<file path="src/design/ask_pkg.sv">
package ask_pkg;

  localparam int NumChannelsDef = 8;
  localparam int NumFilteredDef = 6;
  localparam int FracBitsDef    = 16;

  localparam int VarW   = 24;
  localparam int SampW  = 8;
  localparam int ChW    = 3;
  localparam int CmdW   = 2;
  localparam int KindW  = 2;

  localparam logic [VarW-1:0] VarMax = '1;

  // Register indexes on the configuration port
  localparam logic [0:0] RegQ = 1'b0;
  localparam logic [0:0] RegR = 1'b1;

  typedef enum logic [CmdW-1:0] {
    CMD_STORE  = 2'd0,
    CMD_FILTER = 2'd1,
    CMD_READ   = 2'd2,
    CMD_NONE   = 2'd3
  } cmd_t;

  typedef enum logic [KindW-1:0] {
    KIND_STORED = 2'd0,
    KIND_EST    = 2'd1,
    KIND_RAW    = 2'd2
  } kind_t;

  // One queued job between the front and the back
  typedef struct packed {
    cmd_t             cmd;
    logic [SampW-1:0] sample;
    logic [ChW-1:0]   read_channel;
  } job_t;

  // One result beat
  typedef struct packed {
    kind_t            kind;
    logic [ChW-1:0]   channel;
    logic [SampW-1:0] value;
    logic [ChW-1:0]   next_channel;
    logic             last;
  } res_t;

endpackage

</file>
<file path="src/design/adc_scan_scalar_kalman.sv">
// Channel  Direction  Beat contents
// in_      input      cmd, sample, read_channel
// out_     output     kind, channel, value, next_channel, last
// cfg_     APB write  process_noise (0x0), measurement_noise (0x4)
// A store or readback is written into the queue, then registered into its beat.
// A filter pass runs over six channels; each waits on the one-bit-a-cycle
// divider that forms the gain.
// Reset is synchronous and restores variances to 1.0 and samples to zero.
// A two-entry queue lets the input take beats while the back stalls on out_ready.
module adc_scan_scalar_kalman
  import ask_pkg::*;
#(
  parameter int NumChannels = NumChannelsDef,
  parameter int NumFiltered = NumFilteredDef,
  parameter int FracBits    = FracBitsDef
) (
  input  logic             clk,
  input  logic             rst_n,
  input  logic             in_valid,
  output logic             in_ready,
  input  logic [CmdW-1:0]  in_cmd,
  input  logic [SampW-1:0] in_sample,
  input  logic [ChW-1:0]   in_read_channel,
  output logic             out_valid,
  input  logic             out_ready,
  output logic [KindW-1:0] out_kind,
  output logic [ChW-1:0]   out_channel,
  output logic [SampW-1:0] out_value,
  output logic [ChW-1:0]   out_next_channel,
  output logic             out_last,
  input  logic             cfg_psel,
  input  logic             cfg_penable,
  input  logic             cfg_pwrite,
  input  logic [2:0]       cfg_paddr,
  input  logic [31:0]      cfg_pwdata,
  output logic [31:0]      cfg_prdata,
  output logic             cfg_pready
);

  logic [VarW-1:0] q_noise_r, r_noise_r;
  logic            q_valid, q_ready;
  job_t            q_job;
  res_t            res;

  assign cfg_pready = 1'b1;
  assign cfg_prdata = {8'd0, (cfg_paddr[2] == RegR) ? r_noise_r : q_noise_r};

  // Noise registers
  always_ff @(posedge clk) begin
    if (!rst_n) begin
      q_noise_r <= VarW'(65536);
      r_noise_r <= VarW'(65536);
    end else if (cfg_psel && cfg_penable && cfg_pwrite) begin
      if (cfg_paddr[2] == RegQ) q_noise_r <= cfg_pwdata[VarW-1:0];
      else                      r_noise_r <= cfg_pwdata[VarW-1:0];
    end
  end

  ask_front u_front (
    .clk(clk), .rst_n(rst_n), .in_valid(in_valid), .in_ready(in_ready),
    .in_cmd(in_cmd), .in_sample(in_sample), .in_read_channel(in_read_channel),
    .q_valid(q_valid), .q_ready(q_ready), .q_job(q_job)
  );

  ask_back #(.NumChannels(NumChannels), .NumFiltered(NumFiltered),
             .FracBits(FracBits)) u_back (
    .clk(clk), .rst_n(rst_n), .q_valid(q_valid), .q_ready(q_ready), .q_job(q_job),
    .q_noise(q_noise_r), .r_noise(r_noise_r), .res_valid(out_valid),
    .res_ready(out_ready), .res(res)
  );

  assign out_kind         = res.kind;
  assign out_channel      = res.channel;
  assign out_value        = res.value;
  assign out_next_channel = res.next_channel;
  assign out_last         = res.last;

endmodule

</file>
<file path="src/design/ask_front.sv">
module ask_front
  import ask_pkg::*;
(
  input  logic             clk,
  input  logic             rst_n,
  input  logic             in_valid,
  output logic             in_ready,
  input  logic [CmdW-1:0]  in_cmd,
  input  logic [SampW-1:0] in_sample,
  input  logic [ChW-1:0]   in_read_channel,
  output logic             q_valid,
  input  logic             q_ready,
  output job_t             q_job
);

  localparam int Depth = 2;

  job_t       mem_r [Depth];
  logic       wp_r, wp_nxt, rp_r, rp_nxt;
  logic [1:0] cnt_r, cnt_nxt;
  logic       push, pop;

  // Unused commands are dropped here and never reach the back
  assign in_ready = (cnt_r != 2'(Depth));
  assign push     = in_valid && in_ready && (cmd_t'(in_cmd) != CMD_NONE);
  assign q_valid  = (cnt_r != 2'd0);
  assign pop      = q_valid && q_ready;
  assign q_job    = mem_r[rp_r];

  always_comb begin
    wp_nxt  = push ? ~wp_r : wp_r;
    rp_nxt  = pop ? ~rp_r : rp_r;
    cnt_nxt = cnt_r + 2'(push) - 2'(pop);
  end

  always_ff @(posedge clk) begin
    if (!rst_n) begin
      wp_r  <= 1'b0;
      rp_r  <= 1'b0;
      cnt_r <= 2'd0;
    end else begin
      wp_r  <= wp_nxt;
      rp_r  <= rp_nxt;
      cnt_r <= cnt_nxt;
    end
  end

  always_ff @(posedge clk) begin
    if (push) begin
      mem_r[wp_r] <= '{cmd: cmd_t'(in_cmd), sample: in_sample, read_channel: in_read_channel};
    end
  end

endmodule

</file>
<file path="src/design/ask_div.sv">
module ask_div
  import ask_pkg::*;
#(
  parameter int FracBits = FracBitsDef
) (
  input  logic              clk,
  input  logic              rst_n,
  input  logic              start,
  input  logic [VarW-1:0]   num,
  input  logic [VarW:0]     den,
  output logic              done,
  output logic [FracBits:0] quo
);

  // Restoring division of num * 2^FracBits by den, one quotient bit a cycle
  localparam int QW = VarW + FracBits;
  localparam int CW = $clog2(QW + 1);

  logic [QW-1:0]  dvd_r, dvd_nxt;
  logic [VarW:0]  rem_r, rem_nxt;
  logic [VarW:0]  den_r;
  logic [CW-1:0]  cnt_r, cnt_nxt;
  logic           busy_r, busy_nxt, done_r, done_nxt;
  logic [VarW+1:0] trial;

  assign trial = {rem_r, dvd_r[QW-1]} - {1'b0, den_r};
  assign done  = done_r;
  // K never exceeds one, so the top bits are zero
  assign quo   = (den_r == '0) ? '0 : dvd_r[FracBits:0];

  always_comb begin
    dvd_nxt  = dvd_r;
    rem_nxt  = rem_r;
    cnt_nxt  = cnt_r;
    busy_nxt = busy_r;
    done_nxt = 1'b0;
    if (start) begin
      dvd_nxt  = {num, {FracBits{1'b0}}};
      rem_nxt  = '0;
      cnt_nxt  = CW'(QW);
      busy_nxt = 1'b1;
    end else if (busy_r) begin
      if (!trial[VarW+1]) begin
        rem_nxt = trial[VarW:0];
        dvd_nxt = {dvd_r[QW-2:0], 1'b1};
      end else begin
        rem_nxt = {rem_r[VarW-1:0], dvd_r[QW-1]};
        dvd_nxt = {dvd_r[QW-2:0], 1'b0};
      end
      cnt_nxt = cnt_r - CW'(1);
      if (cnt_r == CW'(1)) begin
        busy_nxt = 1'b0;
        done_nxt = 1'b1;
      end
    end
  end

  always_ff @(posedge clk) begin
    if (!rst_n) begin
      busy_r <= 1'b0;
      done_r <= 1'b0;
      cnt_r  <= '0;
    end else begin
      busy_r <= busy_nxt;
      done_r <= done_nxt;
      cnt_r  <= cnt_nxt;
    end
    dvd_r <= dvd_nxt;
    rem_r <= rem_nxt;
    if (start) den_r <= den;
  end

endmodule

</file>
<file path="src/design/ask_back.sv">
module ask_back
  import ask_pkg::*;
#(
  parameter int NumChannels = NumChannelsDef,
  parameter int NumFiltered = NumFilteredDef,
  parameter int FracBits    = FracBitsDef
) (
  input  logic            clk,
  input  logic            rst_n,
  input  logic            q_valid,
  output logic            q_ready,
  input  job_t            q_job,
  input  logic [VarW-1:0] q_noise,
  input  logic [VarW-1:0] r_noise,
  output logic            res_valid,
  input  logic            res_ready,
  output res_t            res
);

  localparam int NumF  = (NumFiltered < NumChannels) ? NumFiltered : NumChannels;
  localparam int PtrW  = $clog2(NumChannels);
  localparam int FW    = (NumF > 1) ? $clog2(NumF) : 1;
  localparam int KW    = FracBits + 1;
  localparam int MW    = KW + VarW;
  localparam logic [VarW-1:0] OneSat =
    (FracBits >= VarW) ? VarMax : VarW'(64'(1) << FracBits);

  typedef enum logic [2:0] {
    S_IDLE, S_PRED, S_DIV, S_MUL, S_UPD, S_OUT
  } state_t;

  state_t              state_r;
  logic [PtrW-1:0]     ptr_r;
  logic [SampW-1:0]    raw_r [NumChannels];
  logic [SampW-1:0]    est_r [NumF];
  logic [VarW-1:0]     var_r [NumF];
  logic [FW-1:0]       k_r;
  logic [VarW-1:0]     pp_r;
  logic [KW-1:0]       gain_r;
  logic signed [KW+SampW+1:0] dprod_r;
  logic [KW-1:0]       pprod_r;
  logic                res_valid_r;
  res_t                res_r;

  logic                div_start, div_done;
  logic [KW-1:0]       div_q;
  logic [VarW:0]       pp_sum;
  logic [VarW-1:0]     pp_sat;
  logic [VarW:0]       den;
  logic signed [SampW+FracBits+KW+2:0] acc;
  logic [SampW+FracBits+KW+2:0] acc_sh;
  logic [SampW-1:0]    est_new;
  logic [PtrW-1:0]     ptr_inc;

  ask_div #(.FracBits(FracBits)) u_div (
    .clk(clk), .rst_n(rst_n), .start(div_start), .num(pp_sat), .den(den),
    .done(div_done), .quo(div_q)
  );

  // Predicted variance, saturated, feeds the divider as it starts
  assign pp_sum    = {1'b0, var_r[k_r]} + {1'b0, q_noise};
  assign pp_sat    = pp_sum[VarW] ? VarMax : pp_sum[VarW-1:0];
  assign den       = {1'b0, pp_sat} + {1'b0, r_noise};
  assign div_start = (state_r == S_PRED);
  assign q_ready   = (state_r == S_IDLE) && !res_valid_r;
  assign res_valid = res_valid_r;
  assign res       = res_r;
  assign ptr_inc   = (ptr_r >= PtrW'(NumChannels - 1)) ? '0 : ptr_r + PtrW'(1);

  // New estimate: clamp the fixed-point sum at zero, drop the fraction, then saturate to 8 bits
  always_comb begin
    acc = $signed({1'b0, est_r[k_r], {FracBits{1'b0}}}) + dprod_r;
    acc_sh = (acc < 0) ? '0 : ($unsigned(acc) >> FracBits);
    est_new = (acc_sh > 255) ? 8'hFF : acc_sh[SampW-1:0];
  end

  always_ff @(posedge clk) begin
    if (!rst_n) begin
      state_r     <= S_IDLE;
      ptr_r       <= '0;
      k_r         <= '0;
      res_valid_r <= 1'b0;
      for (int i = 0; i < NumChannels; i++) raw_r[i] <= '0;
      for (int i = 0; i < NumF; i++) begin
        est_r[i] <= '0;
        var_r[i] <= OneSat;
      end
    end else begin
      if (res_valid_r && res_ready) res_valid_r <= 1'b0;
      case (state_r)
        // Take one job from the queue
        S_IDLE: begin
          if (q_valid && q_ready) begin
            case (q_job.cmd)
              CMD_STORE: begin
                raw_r[ptr_r] <= q_job.sample;
                ptr_r        <= ptr_inc;
                res_r        <= '{KIND_STORED, ChW'(ptr_r), q_job.sample,
                                  ChW'(ptr_inc), 1'b1};
                res_valid_r  <= 1'b1;
              end
              CMD_FILTER: begin
                k_r     <= '0;
                state_r <= S_PRED;
              end
              CMD_READ: begin
                res_r <= '{KIND_RAW, q_job.read_channel,
                           (32'(q_job.read_channel) < NumChannels) ?
                             raw_r[PtrW'(q_job.read_channel)] : '0,
                           ChW'(ptr_r), 1'b1};
                res_valid_r <= 1'b1;
              end
              default: ;
            endcase
          end
        end
        // Predicted variance, saturated
        S_PRED: begin
          pp_r    <= pp_sat;
          state_r <= S_DIV;
        end
        S_DIV: begin
          if (div_done) begin
            gain_r  <= div_q;
            state_r <= S_MUL;
          end
        end
        // Two products from the gain
        S_MUL: begin
          dprod_r <= $signed({1'b0, gain_r}) *
                     ($signed({2'b0, raw_r[k_r]}) - $signed({2'b0, est_r[k_r]}));
          pprod_r <= KW'(1 << FracBits) - gain_r;
          state_r <= S_UPD;
        end
        S_UPD: begin
          est_r[k_r] <= est_new;
          var_r[k_r] <= VarW'((MW'(pprod_r) * MW'(pp_r)) >> FracBits);
          res_r      <= '{KIND_EST, ChW'(k_r), est_new, ChW'(ptr_r),
                          (k_r == FW'(NumF - 1))};
          res_valid_r <= 1'b1;
          state_r    <= S_OUT;
        end
        // Wait for the beat to leave before the next channel
        S_OUT: begin
          if (res_valid_r && res_ready) begin
            if (k_r == FW'(NumF - 1)) begin
              state_r <= S_IDLE;
            end else begin
              k_r     <= k_r + FW'(1);
              state_r <= S_PRED;
            end
          end
        end
        default: state_r <= S_IDLE;
      endcase
    end
  end

endmodule

</file>
<file path="config.mk">
export PLATFORM = sky130hd
export DESIGN_NAME = adc_scan_scalar_kalman
export DESIGN_NICKNAME = d
export VERILOG_FILES = /design/src/design/ask_pkg.sv /design/src/design/adc_scan_scalar_kalman.sv /design/src/design/ask_front.sv /design/src/design/ask_div.sv /design/src/design/ask_back.sv
export SDC_FILE = /design/constraint.sdc
export NUM_CORES = 2
export LEC_CHECK = 0
export BUFFER_PORTS_ARGS = -buffer_cell sky130_fd_sc_hd__buf_2
export CAP_MARGIN = 0
export CORE_MARGIN = 2
export CORE_UTILIZATION = 58
export CTS_CLUSTER_DIAMETER = 200
export CTS_CLUSTER_SIZE = 10
export DETAILED_ROUTE_END_ITERATION = 16
export GPL_TIMING_DRIVEN = 0
export PLACE_DENSITY_LB_ADDON = 0.3
export SLEW_MARGIN = 20
export SYNTH_ARGS = -nofsm -noshare
export SYNTH_HDL_FRONTEND = slang
export SYNTH_HIERARCHICAL = 1
export SYNTH_SLANG_ARGS = --single-unit
</file>
<file path="constraint.sdc">
create_clock -name clk -period 8.8 [get_ports clk]
set_input_delay 1.32 -clock clk [delete_from_list [all_inputs] [get_ports clk]]
set_output_delay 1.32 -clock clk [all_outputs]
set_load 0.1 [all_outputs]
</file>
Yosys cells after proc, flatten, opt, wreduce, memory -nomap -nowiden

Memory sizes are Yosys's and may differ from the RTL's. A register that Yosys moved wholly into a read port is not among the register bits.
Index checks and enable logic that the tools add are counted.

Bits in writable memories: 282
Flip-flop bits (word level): 262
Memories: 4

Eq/ne operators: 17
Multipliers: 2
Bitwise operators: 5
Multiplexer cells: 61
Add/sub/neg operators: 11
Magnitude comparators: 3
Reduce and logical (&&, ||, !) cells: 30

Memory list:

| memory        | depth | width | rd ports | clocked after memory_dff | write ports | RTL line        | text |
|---|---|---|---|---|---|---|---|
| u_back.var_r  | 6     | 24    | 1        | 1                        | 6           | ask_back.sv:36  | `logic [VarW-1:0] var_r [NumF];` |
| u_back.raw_r  | 8     | 8     | 2        | 1                        | 8           | ask_back.sv:34  | `logic [SampW-1:0] raw_r [NumChannels];` |
| u_back.est_r  | 6     | 8     | 1        | 1                        | 6           | ask_back.sv:35  | `logic [SampW-1:0] est_r [NumF];` |
| u_front.mem_r | 2     | 13    | 1        | 1                        | 1           | ask_front.sv:18 | `job_t mem_r [Depth];` |

Operators with widths:

| kind                     | number |
|---|---|
| $mux W40                 | 2 |
| $mux W24                 | 3 |
| $pmux W17 S2             | 2 |
| $mux W3                  | 18 |
| $add A24 B24 Y25         | 2 |
| $gt A44 B8 Y1 const B    | 1 |
| $lt A44 B1 Y1 const B    | 1 |
| $mul A17 B24 Y40         | 1 |
| $add A25 B27 Y28         | 1 |
| $mux W28                 | 1 |
| $mul A18 B27 Y27         | 1 |
| $sub A26 B25 Y26         | 1 |
| $logic_not A25 Y1        | 1 |
| $mux W1                  | 25 |
| $mux W25                 | 1 |
| $mux W8                  | 3 |
| $reduce_or A24 Y1        | 1 |
| $pmux W3 S6              | 1 |
| $mux W17                 | 1 |
| $sub A17 B17 Y17 const A | 1 |
| $reduce_or A8 Y1         | 2 |
| $mux W6                  | 2 |
| $ne A2 B2 Y1 const B     | 6 |
| $eq A3 B3 Y1 const B     | 3 |
| other kinds (27)         | 48 |

Longest topological paths before layout

Depth in word-level cells: 9
Depth in mapped cells: 33

Modules after synthesis

Netlist, hierarchy kept.

Modules (own cells, without submodules):

| module                 | cells an instance | sequential area each (sq um) | area each (sq um) | instances |
|---|---|---|---|---|
| ask_back               | 3459              | 12451.9                      | 37895.1           | 1 |
| ask_div                | 515               | 2452.4                       | 5252.5            | 1 |
| adc_scan_scalar_kalman | 221               | 960.9                        | 2195.9            | 1 |
| ask_front              | 71                | 880.8                        | 1203.7            | 1 |

Worst setup path before layout

OpenSTA, ideal clock, no wires.

Path type: register -> register
Start point: register (tool-made name)
End point: register u_back.dprod_r[26] (data pin)
Slack: 0.590 ns
Stages on the path, launching flop included: 31
Data arrival time: 8.074 ns
Setup time: 0.136 ns
Cell sequence: dfxtp_1 > clkbuf_1 > buf_1 > mux4_2 > mux2_2 > ha_1 > fa_1 > nor2b_1 > o21ai_0 > a21boi_0 > o21ai_0 > nand2b_1 > a21o_1 > a21o_1 > clkbuf_1 > buf_1 > nor2_1 > fa_1 > fa_1 > fa_1 > fa_1 > ha_1 > ha_1 > and3_1 > a221o_1 > a21oi_1 > nand4_1 > a21oi_1 > a21oi_1 > or4_1 > nand3_1

RTL lines:

| what                   | RTL line        | text |
|---|---|---|
| end signal: assignment | ask_back.sv:130 | `dprod_r <= $signed({1'b0, gain_r}) *` |
| end: declaration       | ask_back.sv:40  | `logic signed [KW+SampW+1:0] dprod_r;` |

==> flow_summary.ini <==
[grt]
grt_usage_pct = 30.5
grt_pass1_vias = 33671
grt_first_pass_wirelength_microns = 192000
grt_max_degree = 27
antenna_found_initial = 3
grt_overflow = 0

[worst_setup_path]
r2r-start = u_back/pp_r[11]
end_kind = register
reg2reg_to = u_back/var_r[6][13]
cpMaxStageDelayCell = xnor2_1
cpPeakStageDelay_ps = 820
crit_path_frequent_cell = fa_1
crit_chain = clkbuf_1 > clkbuf_1 > nand2_1 > fa_1 > inv_1 > fa_1 > inv_1 > fa_1 > inv_1 > fa_1 > inv_1 > fa_1 > inv_1 > fa_1 > ha_1 > a21oi_1 > o21ai_0 > or2_1 > o311ai_1 > and2_1 > o21bai_1 > xnor2_1 > nor2_1
cp_top_family = adder cells
path_buf_inv = 7
critical_path_required_ps = 9120
start_kind = register
r2r_cells = 23
reg2reg_slack_ps = 170
path_class = register to register
cp_max_fo = 10
worst-path-stages = 23
cp.arrival_ps = 8950

[drt]
ant_nets = 0
first_pass_iters = 6
detail_route.wl_per_cell_microns = 22.0
finalWirelength_microns = 122000
viasPerCell = 5.95
route.detailed.drc = 0
vias = 33035
drtIter0Drc = 3297

[yosys]
async_flop_share_pct = 0
syn_area_sq_um = 46500
yosysTopAreaCellShare_pct = 31.0
yosysTopAreaCell = edfxtp_1
ys.flop_type = edfxtp_1
yosysMostFrequentCell = inv_1
synth-seq-cells = 596
yosys.area_share.simple_pct = 14.1
avgSynthCellArea_sq_um = 10.9
synthTopCellsByCount = inv_1 (549), nand2_1 (498), edfxtp_1 (481)
synth_edf_count = 481
synth-xor-area-share_pct = 2.37
ys.warnings.count = 6
synth_compound_gate_area_share_pct = 6.45
synth_top_family_by_area = adder cells
ys_types = 94
synth_mux_area_share_pct = 8.66
syn_inst = 4266
synth.area.top_cells = edfxtp_1 (31%), fa_1 (19%), ha_1 (7.3%)
synth_fa_ha_area_share_pct = 26.1
seq_area_frac_synth_pct = 36.0

[run_status]
status = complete, no violations

[final_layout]
areaGrowthSynthToFinish_pct = 9.55
seq_area_sq_um = 16800
final_cells = 5549
nets = 5215
layout-drive-gt1-share_pct = 10.2
fillers = 6066
antennaDiodeCount = 0
multi_input_area_sq_um = 27000
fin_area_sq_um = 51000
final_util_pct = 64.3

[timing]
hold_violations = 0
max_freq_mhz = 116
slew_violations = 0
fin_crit_ps = 8630
setup_viol = 0
slew_headroom_pct = 20.3
setup_tns_ps = 0
rsz0062_at_grt = true
finalCritPeriodShare_pct = 98.1
worstMarginPinSlew_ps = 1190
fin_skew_ps = 53.9

[clock_tree]
cts_tree = done
root_buffer = clkbuf_16
cts_max_level = 3
cts_buffers = 69
cts.path.max_buffers = 3
clk_latency_ps = 640
clk_pin_slew_ps = 60
clock_sinks = 596
postCtsHoldBufs = 0

[min_path]
whs_path_depth = 2
holdCritStartpoint = u_back/u_div/rem_r[24]
hold_class = register to register
holdPathEnd = u_back/u_div/rem_r[24]

[floorplan]
die_h_microns = 287
num_rows = 103
die_w_microns = 287
start_util_pct = 58.7
coreArea_sq_um = 79300
ioPinCount = 107
die_area_sq_um = 82500

[run]
cap_violations = 0

[placement]
placed_area_sq_um = 48700
place.gp.congestion = 0.988
io_buffers = 86
dp.cells = 5428
hpwl_microns = 93100
cell families after synthesis:
| group | after synthesis |
|---|---|
| AO/OA/AOI/OAI | 428 |
| XOR/XNOR | 126 |
| adder cells (fa/ha/maj) | 709 |
| buffers and inverters | 763 |
| flip-flops | 596 |
| multiplexers | 274 |
| other | 2 |
| AND/OR/NAND/NOR | 1368 |
how the worst max path moves through the flow:
stage                               start                  end  slack, ps
after floorplan                  register   u_back/dprod_r[26]        590
after global placement           register   u_back/dprod_r[26]      -1220
after detailed placement         register   u_back/dprod_r[26]      -1270
after CTS                        register   u_back/dprod_r[26]          1
after global routing             register   u_back/dprod_r[26]       -120
final                     u_back/pp_r[11]  u_back/var_r[6][13]        170
layout by cell type (no fill, tap or decap), types with 109 or more instances in the layout:
cell	synthesis	routed
dfxtp_1	115	113
clkbuf_1	172	202
nand2_1	498	493
mux2i_1	110	109
fa_1	436	436
inv_1	549	549
edfxtp_1	481	481
nor2_1	307	300
ha_1	273	273
and2_1	266	266
through the flow:
| step | setup slack [ps] | hold WS (ps) |
|---|---|---|
| 2_1_floorplan | 590 | 445 |
| 3_3_place_gp | -1220 | 462 |
| 3_5_place_dp | -1270 | 465 |
| 4_1_cts | 1.27 | 474 |
| 5_1_grt | -118 | 492 |
| 6_report | 171 | 474 |
per-layer routing:
metal / part of all wire [%] / global-route usage (%) / vias up
met5: 0.028 / 0 / -
met4: 4.1 / 11.9 / 4
met3: 8.8 / 5.44 / 289
met2: 47 / 49.3 / 1524
met1: 40 / 41.1 / 16572
li1: - / - / 14646
cell type report:
class / instances / share of cell area [%]
Buffer: 209 / 1.89
Inverter: 551 / 4.06
Clock inverter: 8 / 0.429
Timing Repair Buffer: 110 / 1.53
Clock buffer: 111 / 3.70
Multi-Input combinational cell: 2914 / 53.0
Tap cell: 1050 / 2.58
Sequential cell: 596 / 32.8
flip-flops by register name, summed over array words and instances (netlist names), 2 cells and up, named ones only:
signal / count
q_noise_r: 24
r_noise_r: 24
u_back/dprod_r: 11
u_back/est_r: 64
u_back/gain_r: 17
u_back/k_r: 3
u_back/pp_r: 24
u_back/pprod_r: 17
u_back/ptr_r: 3
u_back/raw_r: 64
u_back/res: 17
u_back/state_r: 3
u_back/u_div/cnt_r: 6
u_back/u_div/den_r: 25
u_back/u_div/dvd_r: 40
u_back/u_div/rem_r: 25
u_back/var_r: 192
u_front/cnt_r: 2
u_front/mem_r: 26
repair_timing:
item | in CTS | in global routing
resized for setup | 44 | 22
setup buffers | 3 | 2
setup endpoints to repair | 11 | 28
pin swaps | 1 | 1
worst reg2reg max path, delay by kind of cell, from the launching register on:
| family | cells | cell delay [ps] |
|---|---|---|
| simple gates | 4 | 970 |
| xor+xnor | 1 | 820 |
| buf+inv | 7 | 1350 |
| fa+ha+maj | 7 | 3510 |
| compound gates | 4 | 1360 |
| flops | 1 | 310 |
Power is left out: the tool's default activity adds up to more than one toggle a clock period on the data nets, which glitch-free logic cannot reach.
